==> config.mk <==
export PLATFORM = sky130hd
export DESIGN_NAME = front_to_back_layer_blender_top
export DESIGN_NICKNAME = d
export VERILOG_FILES = /design/src/ftbl_pkg.sv /design/src/ftbl_blend_unit.sv /design/src/front_to_back_layer_blender_top.sv
export SDC_FILE = /design/constraint.sdc
export NUM_CORES = 1
export LEC_CHECK = 0
export ABC_AREA = 1
export BUFFER_PORTS_ARGS = -buffer_cell sky130_fd_sc_hd__buf_2
export CORE_AREA = 3 3 217 219
export CTS_CLUSTER_SIZE = 12
export DETAILED_ROUTE_END_ITERATION = 12
export DIE_AREA = 0 0 220 222
export MAX_ROUTING_LAYER = met4
export PLACE_DENSITY = 0.84
export SLEW_MARGIN = 20
export SYNTH_ARGS = -nofsm -noshare
export SYNTH_HDL_FRONTEND = slang
export SYNTH_SLANG_ARGS = --single-unit
==> constraint.sdc <==
create_clock -name clock -period 9.7 [get_ports clock]
set_input_delay 0.97 -clock clock [delete_from_list [all_inputs] [get_ports clock]]
set_output_delay 0.97 -clock clock [all_outputs]
set_load 0.03 [all_outputs]
==> src/ftbl_pkg.sv <==
`timescale 1ns / 1ps

package ftbl_pkg;

   // Full channel value, also the opaque alpha.
   localparam logic [7:0] CH_MAX = 8'hFF;

   // Channel index of the alpha byte within an ARGB word.
   localparam logic [1:0] ALPHA_IDX = 2'd3;

   // Reset value of the background color register (opaque black).
   localparam logic [31:0] BG_RESET = 32'hFF000000;

   // Reciprocal of 255*255 for exact floor division of values below 2**24.
   localparam int          RECIP_SHIFT = 40;
   localparam logic [24:0] RECIP_MULT  = 25'd16909061;

   // One channel request sent to the shared blend unit.
   typedef struct packed {
      logic       valid;
      logic [1:0] idx;
   } issue_type;

   // One channel result returned by the shared blend unit.
   typedef struct packed {
      logic       valid;
      logic [1:0] idx;
      logic [7:0] q;
   } result_type;

   // Sequencer states.
   typedef enum logic [5:0] {
      ST_IDLE   = 6'b000001,
      ST_WEIGHT = 6'b000010,
      ST_CALC   = 6'b000100,
      ST_DRAIN  = 6'b001000,
      ST_DONE   = 6'b010000,
      ST_EMIT   = 6'b100000
   } state_type;

endpackage

==> src/ftbl_blend_unit.sv <==
`timescale 1ns / 1ps

module ftbl_blend_unit
   import ftbl_pkg::*;
(
   input  logic        clock,
   input  logic        reset,
   input  issue_type   issue,
   input  logic [7:0]  cf,
   input  logic [7:0]  cb,
   input  logic [15:0] wf,
   input  logic [15:0] wb,
   output result_type  rslt
);

   logic [23:0] v_ff;
   logic [23:0] v_in;
   logic [1:0]  idx1_ff;
   logic        vld1_ff;
   logic [7:0]  q_ff;
   logic [7:0]  q_in;
   logic [1:0]  idx2_ff;
   logic        vld2_ff;
   logic [24:0] sum_full;
   logic [48:0] prod_full;

   // First stage: weighted sum of front and back channel, at most 255**3.
   always_comb begin
      sum_full = ({17'd0, cf} * {9'd0, wf}) + ({17'd0, cb} * {9'd0, wb});
      v_in     = sum_full[23:0];
   end

   // Second stage: divide by 255*255 through the reciprocal.
   always_comb begin
      prod_full = {25'd0, v_ff} * {24'd0, RECIP_MULT};
      q_in      = prod_full[RECIP_SHIFT +: 8];
   end

   always_ff @(posedge clock) begin
      if (reset) begin
         vld1_ff <= 1'b0;
         vld2_ff <= 1'b0;
      end else begin
         vld1_ff <= issue.valid;
         vld2_ff <= vld1_ff;
      end
   end

   always_ff @(posedge clock) begin
      v_ff    <= v_in;
      idx1_ff <= issue.idx;
      q_ff    <= q_in;
      idx2_ff <= idx1_ff;
   end

   assign rslt.valid = vld2_ff;
   assign rslt.idx   = idx2_ff;
   assign rslt.q     = q_ff;

`ifndef ASSERT_OFF
   // Every issued channel comes back as a valid result once it has passed the stage registers.
   a_latency: assert property (@(posedge clock) disable iff (reset)
      issue.valid |=> ##1 rslt.valid)
      else $error("blend unit result missing two cycles after issue");
`endif

endmodule

==> src/front_to_back_layer_blender_top.sv <==
`timescale 1ns / 1ps
// A layer that needs arithmetic holds the block through weighting, the issue of its channels
// and the drain of the blend unit; a fold with a transparent side goes from weighting to done.
// A final layer then waits to hand off its pixel, longer while the previous pixel is
// stalled; a translucent pixel first gets a background fold. Layers are taken only while
// idle, paced by the one shared two-stage unit that computes the four channels in turn.
// Reset is synchronous, active high: it clears the accumulator and output valid.

module front_to_back_layer_blender_top
   import ftbl_pkg::*;
(
   input  logic        clock,
   input  logic        reset,
   input  logic        req_valid,
   output logic        req_stall,
   input  logic [31:0] req_layer_color,
   input  logic        req_last_layer,
   output logic        rsp_valid,
   input  logic        rsp_stall,
   output logic [31:0] rsp_pixel_color,
   input  logic        csr_valid,
   output logic        csr_ready,
   input  logic [31:0] csr_data
);

   state_type   state_ff, state_in;
   logic [31:0] bg_color_ff, bg_color_in;
   logic [31:0] acc_ff, acc_in;
   logic [31:0] op_front_ff, op_front_in;
   logic [31:0] op_back_ff, op_back_in;
   logic [31:0] res_ff, res_in;
   logic [15:0] wf_ff, wf_in;
   logic [15:0] wb_ff, wb_in;
   logic [1:0]  cnt_ff, cnt_in;
   logic        last_ff, last_in;
   logic        bg_ff, bg_in;
   logic        rsp_valid_ff, rsp_valid_in;
   logic [31:0] rsp_pixel_ff, rsp_pixel_in;

   issue_type   issue;
   result_type  rslt;
   logic [7:0]  cf, cb;
   logic [7:0]  af, ab;
   logic        req_accept;
   logic        out_free;

   assign af         = op_front_ff[31:24];
   assign ab         = op_back_ff[31:24];
   assign req_stall  = (state_ff != ST_IDLE);
   assign req_accept = req_valid && !req_stall;
   assign out_free   = !rsp_valid_ff || !rsp_stall;
   assign csr_ready  = 1'b1;

   // Channel operands for the shared unit; alpha uses the full channel value on both sides.
   always_comb begin
      case (cnt_ff)
         2'd0:    begin cf = op_front_ff[7:0];   cb = op_back_ff[7:0];   end
         2'd1:    begin cf = op_front_ff[15:8];  cb = op_back_ff[15:8];  end
         2'd2:    begin cf = op_front_ff[23:16]; cb = op_back_ff[23:16]; end
         default: begin cf = CH_MAX;             cb = CH_MAX;            end
      endcase
   end

   assign issue.valid = (state_ff == ST_CALC);
   assign issue.idx   = cnt_ff;

   ftbl_blend_unit u_blend (
      .clock (clock),
      .reset (reset),
      .issue (issue),
      .cf    (cf),
      .cb    (cb),
      .wf    (wf_ff),
      .wb    (wb_ff),
      .rslt  (rslt)
   );

   // Sequencer for one fold, the optional background fold and the output hand-off.
   always_comb begin
      state_in     = state_ff;
      bg_color_in  = bg_color_ff;
      acc_in       = acc_ff;
      op_front_in  = op_front_ff;
      op_back_in   = op_back_ff;
      res_in       = res_ff;
      wf_in        = wf_ff;
      wb_in        = wb_ff;
      cnt_in       = cnt_ff;
      last_in      = last_ff;
      bg_in        = bg_ff;
      rsp_valid_in = rsp_valid_ff && rsp_stall;
      rsp_pixel_in = rsp_pixel_ff;

      if (csr_valid && csr_ready) begin
         bg_color_in = csr_data;
      end

      // Channel results land in the result word as they return.
      if (rslt.valid) begin
         res_in[{rslt.idx, 3'b000} +: 8] = rslt.q;
      end

      case (state_ff)
         ST_IDLE: begin
            if (req_accept) begin
               op_front_in = acc_ff;
               op_back_in  = req_layer_color;
               last_in     = req_last_layer;
               bg_in       = 1'b0;
               state_in    = ST_WEIGHT;
            end
         end
         ST_WEIGHT: begin
            // A transparent side passes the other one through unchanged.
            if (af == 8'd0) begin
               res_in   = op_back_ff;
               state_in = ST_DONE;
            end else if (ab == 8'd0) begin
               res_in   = op_front_ff;
               state_in = ST_DONE;
            end else begin
               wf_in    = {af, 8'd0} - {8'd0, af};
               wb_in    = {8'd0, ab} * {8'd0, CH_MAX - af};
               cnt_in   = 2'd0;
               state_in = ST_CALC;
            end
         end
         ST_CALC: begin
            cnt_in = cnt_ff + 2'd1;
            if (cnt_ff == ALPHA_IDX) begin
               state_in = ST_DRAIN;
            end
         end
         ST_DRAIN: begin
            if (rslt.valid && (rslt.idx == ALPHA_IDX)) begin
               state_in = ST_DONE;
            end
         end
         ST_DONE: begin
            if (!bg_ff && !last_ff) begin
               acc_in   = res_ff;
               state_in = ST_IDLE;
            end else if (!bg_ff && (res_ff[31:24] != CH_MAX)) begin
               op_front_in = res_ff;
               op_back_in  = bg_color_ff;
               bg_in       = 1'b1;
               state_in    = ST_WEIGHT;
            end else begin
               state_in = ST_EMIT;
            end
         end
         ST_EMIT: begin
            if (out_free) begin
               rsp_valid_in = 1'b1;
               rsp_pixel_in = res_ff;
               acc_in       = 32'd0;
               state_in     = ST_IDLE;
            end
         end
         default: begin
            state_in = ST_IDLE;
         end
      endcase
   end

   always_ff @(posedge clock) begin
      if (reset) begin
         state_ff     <= ST_IDLE;
         bg_color_ff  <= BG_RESET;
         acc_ff       <= 32'd0;
         rsp_valid_ff <= 1'b0;
         cnt_ff       <= 2'd0;
         last_ff      <= 1'b0;
         bg_ff        <= 1'b0;
      end else begin
         state_ff     <= state_in;
         bg_color_ff  <= bg_color_in;
         acc_ff       <= acc_in;
         rsp_valid_ff <= rsp_valid_in;
         cnt_ff       <= cnt_in;
         last_ff      <= last_in;
         bg_ff        <= bg_in;
      end
   end

   always_ff @(posedge clock) begin
      op_front_ff  <= op_front_in;
      op_back_ff   <= op_back_in;
      res_ff       <= res_in;
      wf_ff        <= wf_in;
      wb_ff        <= wb_in;
      rsp_pixel_ff <= rsp_pixel_in;
   end

   assign rsp_valid       = rsp_valid_ff;
   assign rsp_pixel_color = rsp_pixel_ff;

`ifndef ASSERT_OFF
   // Channel results only return while a fold is computing.
   a_rslt_in_fold: assert property (@(posedge clock) disable iff (reset)
      rslt.valid |-> (state_ff == ST_CALC || state_ff == ST_DRAIN))
      else $error("blend result outside of a fold");

   // A pixel skips the background only when it is already opaque.
   a_opaque_skip: assert property (@(posedge clock) disable iff (reset)
      (state_ff == ST_EMIT && !bg_ff) |-> (res_ff[31:24] == CH_MAX))
      else $error("translucent pixel emitted without background");

   // Handing off a pixel presents it and clears the accumulator.
   a_emit_clears: assert property (@(posedge clock) disable iff (reset)
      (state_ff == ST_EMIT && out_free) |=> (rsp_valid_ff && acc_ff == 32'd0))
      else $error("pixel hand-off did not clear the accumulator");
`endif

endmodule

==> metrics.md, run 1 <==
| Metric | Value |
|---|---|
| Non-Filler Instances | 3989 |
| Cell Rows | 78 |
| Endpoints failing setup | 0 |
| Worst-path fanout max | 11 |
| RSZ-0062 raised after global routing | no |
| Delay-heaviest family, CP | adder cells |
| Critical Path Start | cnt_ff[0] |
| WP depth | 22 |
| Synth top area cells | fa_1 (22%), ha_1 (15%), edfxtp_1 (14%) |
| Post-DRT Antenna Nets | 0 |
| Synth cell count leaders | nand2_1 (846), inv_1 (641), nor2_1 (354) |
| Vias in the first global route | 22145 |
| WS Path Type | register to register |
| Largest net degree at the start of global routing | 65 |
| Area leader, netlist | fa_1 |
| Top Metal Used | met4 |
| Setup TNS | 0 ns |
| Reg-to-Reg Start | cnt_ff[0] |
| Post-CTS setup buffer count | 0 |
| WP data required | 10.15 ns |
| Worst setup endpoint | u_blend.v_ff[18] |
| PortBufs | 103 |
| Slew @ Worst Pin | 1.16 ns |
| Buffers and inverters on the worst path | 6 |
| Final Skew | 0.0246 ns |
| Min-Delay Path Class | register to register |
| Maximum clock insertion buffer count | 3 |
| Nets | 4075 |
| Most common flop cell mapped by yosys | dfxtp_1 |
| Setup WS pre-CTS | 3.02 ns |
| Top-count cell post-synth | nand2_1 |
| Status | finished, final reports clean |
| Reg-to-reg endpoint | u_blend.v_ff[18] |
| Critical path's largest stage delay | 0.54 ns |
| CP endpoint kind | register |
| Critical path's slowest cell | fa_1 |
| Final worst-path cycle share | 0.713 |
| Synthesized Nets | 4010 |
| Std-Cell Core Area | 45300 µm² |
| Clk sink count | 273 |
| Max Cap Viol | 0 |
| Clock Latency Late Sink | 0.59 ns |
| Synth Cell Area | 27100 µm² |
| DR DRC count | 0 |
| Placed Instances | 3935 |
| Final HPWL from detailed placement | 57.9 mm |
| Met3 WL | 6.52 mm |
| Hold slack | 0.339 ns |
| Worst Reg2Reg Path Length in Cells | 22 |
| Initial DRC count | 2005 |
| Synth top area share | 0.224 |
| Post-synthesis cell type count | 47 |
| CTS clk-pin slew, worst paths | 0.06 ns |
| Flop2flop setup slack | 2.78 ns |
| Worst Hold Path Cells | 0 |
| Gr usage total | 0.311 |
| Layout cells sized above 1 | 0.0513 |
| Cts repair resizes | 0 |
| Starting density of the core | 0.599 |
| Remaining global-route overflow | 0 |
| Arrival time worst endpoint | 7.37 ns |
| ANT cells | 0 |
| Initial antenna violation count | 0 |
| Max_slew headroom | 0.227 |
| Wire length per cell | 18.1 µm |
| CTS tree | built |
| Final hold vios | 0 |
| Synth warnings | 0 |
| Gpl congestion | 1.01 |
| Seq/Total Area, Yosys | 0.249 |
| Die width | 220 µm |
| Vias per inst | 5.49 |
| Num CTS Buffers | 29 |
| Global-route wire length before repair | 117 mm |
| Fmax | 0.145 GHz |
| Routed WL | 72.3 mm |
| Type of origin of the critical path | register |
| Met1 Wirelength | 29.6 mm |
| Layout area overhead | 7.04% |
| DR WL met2 | 33.1 mm |
| Max Slew Vio Count | 0 |
| Htree depth | 1 |
| Final worst path period need | 6.92 ns |
| EDFF count, synth | 128 |
| IO Count | 105 |
| Syn Inst Count | 3301 |
| Die Ht | 222 µm |
| Post-route setup slack | 2.78 ns |
| Hold-fix buffers at CTS | 0 |
| TritonRoute pass-1 iters | 9 |
| Crit-path cells | inv_1 -> ha_1 -> inv_1 -> o22ai_1 -> nor2_1 -> inv_1 -> nand2_1 -> fa_1 -> fa_1 -> fa_1 -> inv_1 -> fa_1 -> fa_1 -> inv_1 -> fa_1 -> inv_1 -> ha_1 -> a21oi_1 -> o21ai_0 -> a21oi_1 -> o21ai_0 -> xor2_1 |
| Syn_area_per_cell | 8.21 µm² |
| Root buf cell | clkbuf_16 |
| Via count | 21894 |
| Post-synthesis async set-or-reset flop share | 0 |
| Total Die Area | 48800 µm² |
| #FFs+latches synth | 273 |
[cells in the final DEF, fill, tap and decap left out, types with 7 or more instances in the layout]
master,instances
o21ai_0,75
xor2_1,27
xnor2_1,9
a22o_1,8
o21bai_1,7
nand3_1,74
o21ai_1,13
edfxtp_1,128
buf_2,103
nand2_1,846
fa_1,304
o22ai_1,8
clkbuf_16,31
ha_1,335
a22oi_1,24
nor3_1,14
dfxtp_1,145
clkinv_1,7
nor2_2,9
a21oi_1,120
nand4_1,28
clkbuf_1,12
o211ai_1,14
nor2_1,353
inv_1,640
[worst min-delay path by stage]
stage | startpoint | to | slack, ns
CTS | u_blend.idx1_ff[0] | u_blend.idx2_ff[0] | 0.34
detailed placement | u_blend.idx1_ff[0] | u_blend.idx2_ff[0] | 0.32
finish | u_blend.idx1_ff[0] | u_blend.idx2_ff[0] | 0.34
global route | u_blend.idx1_ff[0] | u_blend.idx2_ff[0] | 0.34
floorplan | u_blend.idx1_ff[0] | u_blend.idx2_ff[0] | 0.31
global placement | u_blend.idx1_ff[0] | u_blend.idx2_ff[0] | 0.33
[metal layers]
layer,vias up,GRT usage
met2,1051,0.492
li1,10326,-
met1,10307,0.410
met3,210,0.0493
met4,0,0.107
met5,-,-
[per-stage QoR]
step                      cell area [µm²]   util
after floorplan                     27100      -
after global placement              28100  0.620
after detailed placement            28100  0.620
after CTS                           29000  0.641
after global routing                29000  0.641
final                               29000  0.641
[state kept, by name (all words and copies together) (netlist names)]
name	count
u_blend.q_ff	8
wf_ff	16
u_blend.vld1_ff	1
res_ff	32
op_front_ff	32
op_back_ff	32
state_ff	6
wb_ff	16
u_blend.v_ff	24
bg_ff	1
u_blend.idx2_ff	2
rsp_valid	1
bg_color_ff	32
cnt_ff	2
acc_ff	32
u_blend.idx1_ff	2
last_ff	1
u_blend.vld2_ff	1
rsp_pixel_color	32
[kinds of logic (layout without fill, tap and decap cells)]
family	Yosys count	count (layout)	synth area share
simple gates	1344	1344	0.197
fa+ha+maj	639	639	0.379
xor+xnor	36	36	0.0116
other cells	1	1	0.000138
compound gates	283	283	0.0596
flops	273	273	0.249
buf+inv	725	813	0.103
[area by class of cell]
| class | count | area (µm²) |
|---|---|---|
| multi-input cells | 2303 | 17600 |
| clock buffers | 47 | 876 |
| inverters | 651 | 2450 |
| fillers | 3759 | 16300 |
| clock inverters | 7 | 76.3 |
| repair buffers | 108 | 553 |
| well taps | 600 | 751 |
| flip-flops and latches | 273 | 6750 |
[worst register-to-register path, cell delays in order (launching register included)]
cell and delay [ns]:
dfxtp_1 0.40, inv_1 0.12, ha_1 0.32, inv_1 0.22
o22ai_1 0.14, nor2_1 0.51, inv_1 0.38, nand2_1 0.19
fa_1 0.48, fa_1 0.49, fa_1 0.54, inv_1 0.05
fa_1 0.51, fa_1 0.50, inv_1 0.05, fa_1 0.48
inv_1 0.04, ha_1 0.34, a21oi_1 0.26, o21ai_0 0.17
a21oi_1 0.30, o21ai_0 0.16, xor2_1 0.16
Power of run 1 is not shown: default switching activity piles up to over one toggle a cycle in this logic, so the estimate is an artifact.
==> inputs of run 2 (changes only) <==
clock period = 7 ns   (was 9.7 ns; I/O delays follow)
==> metrics.md, run 2 (same netlist as run 1, synthesis figures left out) <==
| Metric | Value |
|---|---|
| Status | finished, final reports clean |
| Reg-to-Reg Start | cnt_ff[0] |
| Layout cells sized above 1 | 0.0578 (+0.00650) |
| RSZ-0062 raised after global routing | no |
| Area of the multi-input gates | 17600 µm² (about the same) |
| Initial antenna violation count | 0 (unchanged) |
| Wire length per cell | 18.0 µm (-0.66%) |
| Clk sink count | 273 (unchanged) |
| Endpoints failing setup | 0 (unchanged) |
| Worst Hold Path Cells | 3 (+3) |
| DR WL met2 | 33.2 mm (+0.35%) |
| Hold Path End | bg_color_ff[25] |
| IO Count | 105 (unchanged) |
| Num CTS Buffers | 31 (+6.9%) |
| Final worst path period need | 6.53 ns (-0.388 ns) |
| Top Metal Used | met4 |
| Reg-to-reg endpoint | u_blend.v_ff[23] |
| CTS clk-pin slew, worst paths | 0.06 ns (about the same) |
| Clock Latency Late Sink | 0.60 ns (about the same) |
| Die width | 220 µm (unchanged) |
| DR DRC count | 0 (unchanged) |
| Vias in the first global route | 21697 (-2.0%) |
| Max_slew headroom | 0.217 (-0.00975) |
| Global-route wire length before repair | 115 mm (-1.7%) |
| Post-CTS setup buffer count | 0 (unchanged) |
| Htree depth | 1 (unchanged) |
| Layout area overhead | 7.73% |
| WS Path Type | register to register |
| Critical Path Start | cnt_ff[0] |
| Die Ht | 222 µm (unchanged) |
| Worst-path fanout max | 11 (unchanged) |
| Hold-fix buffers at CTS | 0 (unchanged) |
| Std-Cell Core Area | 45300 µm² (unchanged) |
| Flop2flop setup slack | 0.47 ns (-2.31 ns) |
| Remaining global-route overflow | 0 (unchanged) |
| Max Slew Vio Count | 0 (unchanged) |
| TritonRoute pass-1 iters | 8 (-1) |
| Setup TNS | 0 ns (unchanged) |
| Final Skew | 0.0189 ns (-0.00569 ns) |
| Maximum clock insertion buffer count | 3 (unchanged) |
| Cell Rows | 78 (unchanged) |
| Via count | 21979 (+0.39%) |
| Worst Reg2Reg Path Length in Cells | 25 (+14%) |
| Final HPWL from detailed placement | 57.9 mm (about the same) |
| Largest net degree at the start of global routing | 65 (unchanged) |
| Nets | 4090 (+0.37%) |
| Starting density of the core | 0.599 (unchanged) |
| PortBufs | 103 (unchanged) |
| Gpl congestion | 1.02 (+0.93%) |
| Slew @ Worst Pin | 1.17 ns (+0.0159 ns) |
| WP data required | 7.49 ns (-2.66 ns) |
| ANT cells | 0 (unchanged) |
| Type of origin of the critical path | register |
| Most common cell after layout, fill and taps aside | nand2_1 |
| CP endpoint kind | register |
| CTS tree | built |
| Initial DRC count | 1713 (-15%) |
| Met1 Wirelength | 28.8 mm (-2.7%) |
| Gr usage total | 0.307 (-0.00442) |
| Hold Startpoint | csr_data[25] |
| Root buf cell | clkbuf_16 |
| Fmax | 0.153 GHz (+5.9%) |
| Arrival time worst endpoint | 7.02 ns (-0.35 ns) |
| Final hold vios | 0 (unchanged) |
| Post-DRT Antenna Nets | 0 (unchanged) |
| Met3 WL | 6.52 mm (about the same) |
| Fill cells | 3754 (-0.13%) |
| Max Cap Viol | 0 (unchanged) |
| Vias per inst | 5.49 (about the same) |
| Routed WL | 72.1 mm (-0.23%) |
| Most frequent cells in the layout | nand2_1 (846), inv_1 (639), nor2_1 (351), ha_1 (335), fa_1 (304) |
| Total Die Area | 48800 µm² (unchanged) |
| Area occupied by registers | 6750 µm² (unchanged) |
| Final worst-path cycle share | 0.933 (+0.220) |
| Min-Delay Path Class | input port to register |
[run 2: repair_timing]
item,4_1_cts,5_1_grt
setup endpoints to repair,0,8
resized for setup,0,3
hold endpoints to repair,0,0
[run 2: final cells by class]
type | count | share of cell area
Tap cell | 600 | 0.0257
Clock buffer | 48 | 0.0308
Multi-Input combinational cell | 2303 | 0.602
Timing Repair Buffer | 121 | 0.0223
Inverter | 651 | 0.0839
Sequential cell | 273 | 0.231
Clock inverter | 10 | 0.00458
[run 2: worst max-delay path, cell delays in order (launching register included)]
cell	delay, ns
dfxtp_1	0.35
inv_1	0.13
ha_1	0.36
inv_1	0.21
o22ai_1	0.24
nor2_2	0.11
inv_1	0.34
nand2_1	0.16
fa_1	0.57
inv_1	0.05
fa_1	0.48
fa_1	0.60
fa_1	0.44
fa_1	0.49
inv_1	0.05
fa_1	0.47
inv_1	0.04
ha_1	0.32
a21oi_1	0.26
nor2_1	0.07
nor2_1	0.16
nor2_1	0.08
o21ai_0	0.22
nand3_1	0.10
nand2_1	0.07
nand2_1	0.04
[run 2: how the worst max path moves through the flow]
| stage | slack [ns] | to | depth (start not counted) |
|---|---|---|---|
| finish | 0.47 | u_blend.v_ff[23] | 25 |
| global route | 0.04 | u_blend.v_ff[12] | 22 |
| CTS | 0.40 | u_blend.v_ff[21] | 24 |
| detailed placement | 0.43 | u_blend.v_ff[21] | 24 |
| global placement | 0.51 | u_blend.v_ff[21] | 24 |
| floorplan | 1.14 | u_blend.v_ff[23] | 27 |
[run 2: stage by stage]
stage	instance area [µm²]	hold slack (ns)	instances	setup slack, ns	util
2_1_floorplan	27100	0.310	3301	1.14	-
3_3_place_gp	28200	0.317	3948	0.508	0.622
3_5_place_dp	28200	0.314	3948	0.427	0.622
4_1_cts	29200	0.310	4006	0.401	0.645
5_1_grt	29200	0.318	4006	0.0386	0.645
6_report	29200	0.319	4006	0.470	0.645
[run 2: layer usage]
metal | track usage | up-vias
met5 | - | -
met4 | 0.125 | 0
met3 | 0.0519 | 211
met2 | 0.484 | 1013
met1 | 0.396 | 10389
li1 | - | 10366
Power of run 2 is left out for the same reason.
